<file path="src/hdl/msds_pkg.sv">
// ---------------------------------------------------------------------------
// Motor speed display scanner package
// Item types, command codes, arithmetic constants and the segment table
// shared by the scanner modules.
// ---------------------------------------------------------------------------
package msds_pkg;

   // Command codes carried by an input item.
   localparam logic [1:0] CMD_SAMPLE = 2'd0;
   localparam logic [1:0] CMD_TICK   = 2'd1;
   localparam logic [1:0] CMD_BRAKE  = 2'd2;

   localparam int DIGIT_COUNT_DEFAULT = 4;

   localparam logic [12:0] MV_FULL           = 13'd5000;
   localparam logic [12:0] DUTY_PERIOD       = 13'd8000;
   localparam logic [12:0] BRAKE_DUTY_RESET  = 13'd8000;

   // Reciprocals scaled by 2^18: x/50 for x <= 5000 and x/5 for x <= 40000.
   localparam logic [31:0] RECIP_50 = 32'd5243;
   localparam logic [31:0] RECIP_5  = 32'd52429;
   localparam int          RECIP_SHIFT = 18;

   typedef struct packed {
      logic [1:0]  command;
      logic [12:0] sample_mv;
      logic        forward_pressed;
      logic        backward_pressed;
   } req_type;

   typedef struct packed {
      logic [12:0] drive_duty;
      logic        relay_on;
      logic [3:0]  digit_strobe;
      logic [7:0]  segment_pattern;
      logic [6:0]  shown_value;
   } rsp_type;

   // Segment pattern for one decimal digit.
   function automatic logic [7:0] seg_lookup(input logic [3:0] digit);
      logic [7:0] pattern;
      case (digit)
         4'd0:    pattern = 8'h7E;
         4'd1:    pattern = 8'h0C;
         4'd2:    pattern = 8'hB6;
         4'd3:    pattern = 8'h9E;
         4'd4:    pattern = 8'hCC;
         4'd5:    pattern = 8'hDA;
         4'd6:    pattern = 8'hFA;
         4'd7:    pattern = 8'h4E;
         4'd8:    pattern = 8'hFE;
         4'd9:    pattern = 8'hCE;
         default: pattern = 8'h00;
      endcase
      return pattern;
   endfunction

   // Decimal digit of a 7-bit value at weight 10^exp. The value is below
   // 200, so the hundreds digit is a single compare and everything above
   // it is zero.
   function automatic logic [3:0] digit_select(input logic [6:0] value,
                                               input logic [2:0] exp);
      logic        hundreds;
      logic [6:0]  rest;
      logic [14:0] tens_prod;
      logic [3:0]  tens;
      logic [6:0]  ones;
      logic [3:0]  digit;
      hundreds  = (value >= 7'd100);
      rest      = hundreds ? (value - 7'd100) : value;
      tens_prod = 15'(rest) * 15'd205;
      tens      = tens_prod[14:11];
      ones      = rest - 7'(tens) * 7'd10;
      case (exp)
         3'd0:    digit = ones[3:0];
         3'd1:    digit = tens;
         3'd2:    digit = {3'b000, hundreds};
         default: digit = 4'd0;
      endcase
      return digit;
   endfunction

endpackage

</file>
<file path="src/hdl/msds_input_stage.sv">
// ---------------------------------------------------------------------------
// Scanner input register
// Holds one accepted item until the core hands its result downstream.
// ---------------------------------------------------------------------------
module msds_input_stage (
   input  logic              clock,
   input  logic              reset,
   input  logic              req_valid,
   output logic              req_stall,
   input  msds_pkg::req_type req_payload,
   input  logic              advance,
   output logic              item_valid,
   output msds_pkg::req_type item_payload
);
   import msds_pkg::*;

   logic    valid_ff;
   logic    valid_in;
   req_type payload_ff;
   logic    take;

   // The register can take a new item when it is empty or its item moves on.
   assign take      = !valid_ff || advance;
   assign req_stall = !take;
   assign valid_in  = take ? req_valid : valid_ff;

   always_ff @(posedge clock) begin
      if (reset) begin
         valid_ff <= 1'b0;
      end else begin
         valid_ff <= valid_in;
      end
   end

   always_ff @(posedge clock) begin
      if (take && req_valid) begin
         payload_ff <= req_payload;
      end
   end

   assign item_valid   = valid_ff;
   assign item_payload = payload_ff;

endmodule

</file>
<file path="src/hdl/msds_core.sv">
// ---------------------------------------------------------------------------
// Scanner core
// Holds the display, duty, relay and scan state and the brake duty register,
// and works out the result for the item in the input register.
// ---------------------------------------------------------------------------
module msds_core #(
   parameter int DIGIT_COUNT = msds_pkg::DIGIT_COUNT_DEFAULT
) (
   input  logic              clock,
   input  logic              reset,
   input  logic              csr_write_enable,
   input  logic [12:0]       csr_write_data,
   input  logic              item_valid,
   input  msds_pkg::req_type item_payload,
   input  logic              advance,
   output msds_pkg::rsp_type result
);
   import msds_pkg::*;

   localparam int POS_W = (DIGIT_COUNT > 1) ? $clog2(DIGIT_COUNT) : 1;
   localparam logic [POS_W-1:0] POS_LAST = POS_W'(DIGIT_COUNT - 1);

   logic [12:0]      brake_duty_ff;
   logic [POS_W-1:0] scan_pos_ff;
   logic [POS_W-1:0] scan_pos_in;
   logic [6:0]       display_ff;
   logic [6:0]       display_in;
   logic [12:0]      duty_ff;
   logic [12:0]      duty_in;
   logic             relay_ff;
   logic             relay_in;

   logic [12:0] mv_clamped;
   logic [12:0] mv_diff;
   logic [31:0] display_prod;
   logic [31:0] duty_prod;
   logic [12:0] brake_limited;
   logic [POS_W-1:0] exp_pos;
   logic [2:0]  exp_wide;
   logic [3:0]  strobe;
   logic [7:0]  pattern;
   logic        update;

   assign update = item_valid && advance;

   assign mv_clamped    = (item_payload.sample_mv > MV_FULL) ? MV_FULL
                                                             : item_payload.sample_mv;
   assign mv_diff       = MV_FULL - mv_clamped;
   assign display_prod  = 32'(mv_diff) * RECIP_50;
   assign duty_prod     = 32'({mv_clamped, 3'b000}) * RECIP_5;
   assign brake_limited = (brake_duty_ff > DUTY_PERIOD) ? DUTY_PERIOD : brake_duty_ff;

   // Most significant digit comes first, so the weight counts down.
   assign exp_pos  = POS_LAST - scan_pos_ff;
   assign exp_wide = 3'(exp_pos);

   always_comb begin
      display_in  = display_ff;
      duty_in     = duty_ff;
      relay_in    = relay_ff;
      scan_pos_in = scan_pos_ff;
      strobe      = 4'b0000;
      pattern     = 8'h00;
      case (item_payload.command)
         CMD_SAMPLE: begin
            display_in = display_prod[RECIP_SHIFT +: 7];
            duty_in    = duty_prod[RECIP_SHIFT +: 13];
            if (item_payload.forward_pressed) begin
               relay_in = 1'b0;
            end
            if (item_payload.backward_pressed) begin
               relay_in = 1'b1;
            end
         end
         CMD_TICK: begin
            pattern     = seg_lookup(digit_select(display_ff, exp_wide));
            strobe      = (exp_wide < 3'd4) ? (4'b0001 << exp_wide[1:0]) : 4'b0000;
            scan_pos_in = (scan_pos_ff == POS_LAST) ? '0 : scan_pos_ff + 1'b1;
         end
         CMD_BRAKE: begin
            duty_in    = brake_limited;
            display_in = 7'd0;
         end
         default: begin
         end
      endcase
   end

   always_ff @(posedge clock) begin
      if (reset) begin
         brake_duty_ff <= BRAKE_DUTY_RESET;
         scan_pos_ff   <= '0;
         display_ff    <= 7'd0;
         duty_ff       <= 13'd0;
         relay_ff      <= 1'b0;
      end else begin
         if (csr_write_enable) begin
            brake_duty_ff <= csr_write_data;
         end
         if (update) begin
            scan_pos_ff <= scan_pos_in;
            display_ff  <= display_in;
            duty_ff     <= duty_in;
            relay_ff    <= relay_in;
         end
      end
   end

   assign result.drive_duty      = duty_in;
   assign result.relay_on        = relay_in;
   assign result.digit_strobe    = strobe;
   assign result.segment_pattern = pattern;
   assign result.shown_value     = display_in;

endmodule

</file>
<file path="src/hdl/msds_output_stage.sv">
// ---------------------------------------------------------------------------
// Scanner result register
// Holds one finished result until the receiving side takes it.
// ---------------------------------------------------------------------------
module msds_output_stage (
   input  logic              clock,
   input  logic              reset,
   input  logic              load_valid,
   input  msds_pkg::rsp_type load_payload,
   output logic              advance,
   output logic              rsp_valid,
   input  logic              rsp_stall,
   output msds_pkg::rsp_type rsp_payload
);
   import msds_pkg::*;

   logic    valid_ff;
   logic    valid_in;
   rsp_type payload_ff;

   assign advance  = !valid_ff || !rsp_stall;
   assign valid_in = advance ? load_valid : valid_ff;

   always_ff @(posedge clock) begin
      if (reset) begin
         valid_ff <= 1'b0;
      end else begin
         valid_ff <= valid_in;
      end
   end

   always_ff @(posedge clock) begin
      if (advance && load_valid) begin
         payload_ff <= load_payload;
      end
   end

   assign rsp_valid   = valid_ff;
   assign rsp_payload = payload_ff;

endmodule

</file>
<file path="src/hdl/motor_speed_display_scanner.sv">
// ---------------------------------------------------------------------------
// Motor speed display scanner
// Turns converter samples, scan ticks and brake events into drive duty,
// relay level and multiplexed seven-segment digit drive.
// ---------------------------------------------------------------------------
//  Channel   Direction   Handshake              Payload
//  req_      in          req_valid/req_stall    msds_pkg::req_type
//  rsp_      out         rsp_valid/rsp_stall    msds_pkg::rsp_type
//  csr_      in          csr_write_enable       13-bit brake duty
//
// One item per cycle sustained while rsp_ is not stalled; each item gives one
// result, held first in the input register and then in the result register.
// The core computes the result in a single pass of constant multiplies and
// a table lookup between the two registers.
// Synchronous reset clears state; brake duty resets to 8000.
// A stall on rsp_ holds the result register and, once the input register is
// also full, raises req_stall in the same cycle.
// ---------------------------------------------------------------------------
module motor_speed_display_scanner #(
   parameter int DIGIT_COUNT = msds_pkg::DIGIT_COUNT_DEFAULT
) (
   input  logic              clock,
   input  logic              reset,
   input  logic              csr_write_enable,
   input  logic [12:0]       csr_write_data,
   input  logic              req_valid,
   output logic              req_stall,
   input  msds_pkg::req_type req_payload,
   output logic              rsp_valid,
   input  logic              rsp_stall,
   output msds_pkg::rsp_type rsp_payload
);
   import msds_pkg::*;

   logic    advance;
   logic    item_valid;
   req_type item_payload;
   rsp_type result;

   msds_input_stage u_input_stage (
      .clock        (clock),
      .reset        (reset),
      .req_valid    (req_valid),
      .req_stall    (req_stall),
      .req_payload  (req_payload),
      .advance      (advance),
      .item_valid   (item_valid),
      .item_payload (item_payload)
   );

   msds_core #(
      .DIGIT_COUNT (DIGIT_COUNT)
   ) u_core (
      .clock            (clock),
      .reset            (reset),
      .csr_write_enable (csr_write_enable),
      .csr_write_data   (csr_write_data),
      .item_valid       (item_valid),
      .item_payload     (item_payload),
      .advance          (advance),
      .result           (result)
   );

   msds_output_stage u_output_stage (
      .clock        (clock),
      .reset        (reset),
      .load_valid   (item_valid),
      .load_payload (result),
      .advance      (advance),
      .rsp_valid    (rsp_valid),
      .rsp_stall    (rsp_stall),
      .rsp_payload  (rsp_payload)
   );

endmodule
</file>
<file path="config.mk">
export PLATFORM = sky130hd
export DESIGN_NAME = motor_speed_display_scanner
export DESIGN_NICKNAME = d
export VERILOG_FILES = /design/src/hdl/msds_pkg.sv /design/src/hdl/msds_input_stage.sv /design/src/hdl/msds_core.sv /design/src/hdl/msds_output_stage.sv /design/src/hdl/motor_speed_display_scanner.sv
export SDC_FILE = /design/constraint.sdc
export NUM_CORES = 1
export LEC_CHECK = 0
export BUFFER_PORTS_ARGS = -buffer_cell sky130_fd_sc_hd__buf_2
export CORE_MARGIN = 2
export CORE_UTILIZATION = 49
export DETAILED_ROUTE_END_ITERATION = 6
export GPL_ROUTABILITY_DRIVEN = 1
export PLACE_DENSITY = 0.78
export SYNTH_ARGS = -nofsm -noshare
export SYNTH_HDL_FRONTEND = slang
export SYNTH_SLANG_ARGS = --single-unit
</file>
<file path="constraint.sdc">
create_clock -name clock -period 8.3 [get_ports clock]
set_input_delay 0.83 -clock clock [delete_from_list [all_inputs] [get_ports clock]]
set_output_delay 0.83 -clock clock [all_outputs]
set_load 0.01 [all_outputs]
</file>
==> run summary <==
Status: finished clean
# IOs: 70
DP HPWL: 19200 um
DRT Pass-1 Iters: 5
Vias in the first global route: 8043
Fmax: 129 MHz
Routed WL per cell: 15.8 um
Initial Util: 0.503
Worst path arrival time: 8.01 ns
Synth Register Bits: 87
Setup Skew: 0.00900 ns
Final core utilization: 0.548
Die X: 154 um
First DRT Iteration DRCs: 531
Pwr/cell area: 395 mW/mm2
Syn Nets: 1494
Crit Path Max Fanout: 8
H-tree depth: 3
Worst hold margin: 0.462 ns
Final Cycle Share: 0.933
Final worst path period need: 7.74 ns
Hold Crit Class: reg2reg
Post-synth EDFFs: 49
Maximum vdd ir drop: 0.244 mV
Critical Path Start Type: flop
Ys Warns: 0
Final setup viols: 0
RSZ-0062 raised after global routing: false
Netlist cell types: 72
Worst EP required: 8.57 ns
CP top delay family: adder cells
Initial antenna violation count: 0
Via count: 7884
Nets@finish: 1557
Number of nets with antenna violations after detailed routing: 0
Critical Path Slowest Stage Cell: fa_1
CTS root buf: clkbuf_16
GRT Total Usage: 0.202
Cts hold-fix bufs: 0
Synth Cell Area: 0.0110 mm2
# fillers: 1887
Gpl congestion: 0.908
TritonCTS clock tree: yes
Final cell count without fillers: 1474
Clock latency on the worst-skew pair: 0.36 ns
Slew @ Worst Pin: 1.12 ns
Layout area overhead: 8.91%
Total power draw: 4750 uW
Leak Pwr: 0.00630 uW
Final WL: 23300 um
Max Slew Vio Count: 0
Die area: 0.0238 mm2
Clk sinks: 87
Sequential fraction of the synthesis area: 0.202
Kind of critical path: reg2reg
CP Capture Type: flop
Asr flop ratio synth: 0
Drt drc: 0
Top FF cell, synth: edfxtp_1
Slowest stage delay, CP: 0.56 ns
Mapped Avg Cell Area: 9.81 um2
Inserted Clock Buffers: 9
CTS Buffer Depth: 2
Total gr overflow: 0
Core box area: 0.0220 mm2
Via density: 5.35
Layout cells sized above 1: 0.108
Reg clk slew, reported paths: 0.07 ns
Largest net degree at the start of global routing: 50
CP bufs+invs: 5
Rows: 54
Number of max-cap violations: 0
Slew HR: 0.249
First-pass GRT wire length: 38700 um
Inst Count DP: 1457
Setup TNS: 0 ns
IO buf count: 68
Die H: 154 um
N_diodes: 0
Synth Instances: 1126
Hold Fails Final Rpt: 0
==> area by class of cell <==
| class | count | area (um2) | share of cell area |
|---|---|---|---|
| Multi-Input combinational cell | 769 | 7820 | 0.650 |
| Tap cell | 280 | 350 | 0.0291 |
| Sequential cell | 87 | 2230 | 0.186 |
| Timing Repair Buffer | 76 | 400 | 0.0333 |
| Clock inverter | 7 | 73.8 | 0.00614 |
| Inverter | 246 | 923 | 0.0768 |
| Clock buffer | 9 | 225 | 0.0187 |
==> metal layers <==
layer  vias up  GRT usage  wire length (um)
li1       3861          -                 -
met1      3841      0.264             10300
met2       147      0.353             11700
met3        35     0.0279               841
met4         0     0.0570               434
met5         -          0                 0
==> Yosys cell counts, types with 5 or more instances <==
cell	n	share of area
o21a_1	10	0.0068
and2_1	10	0.0057
xor2_1	9	0.0071
a21o_1	11	0.0075
clkbuf_1	16	0.0054
fa_1	110	0.20
nor3b_1	5	0.0034
nand2b_1	15	0.0085
inv_1	245	0.083
nand2_1	61	0.021
a21oi_1	33	0.015
o211a_1	5	0.0045
edfxtp_1	49	0.13
nand3_1	11	0.0050
nor2b_1	6	0.0034
and3_1	7	0.0040
nand4_1	12	0.0068
mux2i_1	19	0.017
ha_1	223	0.25
xnor2_1	28	0.022
dfxtp_1	38	0.069
o21ai_0	27	0.012
a31oi_1	8	0.0045
a211oi_1	7	0.0048
nor2_1	55	0.019
or2_2	7	0.0040
nor3_1	13	0.0059
o211ai_1	6	0.0041
==> layout by cell type (no fill, tap or decap), drive strengths merged, types with 5 or more instances in the layout <==
cell type / netlist / final
ha: 223 / 223
edfxtp: 49 / 49
clkbuf: 16 / 9
and2: 12 / 12
fa: 110 / 110
a211oi: 7 / 7
nor3b: 5 / 5
or2: 8 / 8
nand4: 12 / 12
nor2: 55 / 55
nor2b: 6 / 6
nand2: 61 / 61
o31ai: 6 / 6
nor3: 13 / 13
o211a: 5 / 5
a31oi: 8 / 8
dfxtp: 38 / 38
or3: 6 / 6
nand2b: 15 / 15
xnor2: 31 / 31
o21ai: 28 / 28
a21o: 11 / 11
inv: 245 / 248
clkinv: 1 / 5
mux2i: 19 / 19
o211ai: 6 / 6
a21oi: 33 / 33
nand3: 12 / 12
a311oi: 5 / 5
o21a: 10 / 10
xor2: 9 / 9
and3: 7 / 7
buf: 8 / 76
==> what timing repair did <==
action	4_1_cts	5_1_grt
buffers inserted	0	1
resized for setup	0	6
endpoints found under the setup margin	0	12
==> worst min-delay path, stage by stage, from the launching register on <==
cell     delay, ns
dfxtp_1       0.31
nand2_1       0.05
a21oi_1       0.05
==> flip-flops by register name, summed over array words and instances (netlist names) <==
register                    cells
u_output_stage.rsp_payload     32
u_input_stage.item_payload     17
u_core.brake_duty_ff           13
u_core.duty_ff                 13
u_core.display_ff               7
u_core.scan_pos_ff              2
u_core.relay_ff                 1
u_input_stage.item_valid        1
u_output_stage.rsp_valid        1
==> final timing paths <==
kind,from,to,slack (ns),depth (start not counted)
max,u_input_stage.item_payload[2]$_DFFE_PP_,u_core.display_ff[6]$_SDFFE_PP0P_,0.56,29
min,u_core.relay_ff$_SDFFE_PP0P_,u_core.relay_ff$_SDFFE_PP0P_,0.46,2
max reg2reg,u_input_stage.item_payload[2]$_DFFE_PP_,u_core.display_ff[6]$_SDFFE_PP0P_,0.56,29
min reg2reg,u_core.relay_ff$_SDFFE_PP0P_,u_core.relay_ff$_SDFFE_PP0P_,0.46,2
==> metrics by stage <==
stage	setup WS, ns	area, um2
6_report	0.556	12000
5_1_grt	0.0202	12000
4_1_cts	0.198	12000
3_5_place_dp	0.357	11700
3_3_place_gp	0.558	11700
2_1_floorplan	1.05	11000
==> power breakdown <==
group | leakage, uW | total [uW] | internal [uW] | switching, uW
clock | 0.000147 | 418 | 213 | 205
sequential | 0.000785 | 566 | 531 | 35.2
combinational | 0.00536 | 3760 | 1620 | 2140
total | 0.00630 | 4750 | 2370 | 2380
==> kinds of logic after synthesis <==
family                     share of synthesized area
DFF                                            0.202
xor gates and xnor gates                      0.0358
other                                       0.000340
adders and majority gates                      0.452
AOI/OAI and AO/OA                             0.0969
and+or+nand+nor                               0.0992
buffers and inverters                         0.0933
muxes                                         0.0203
Note: power is estimated with default switching activity, not from simulation.
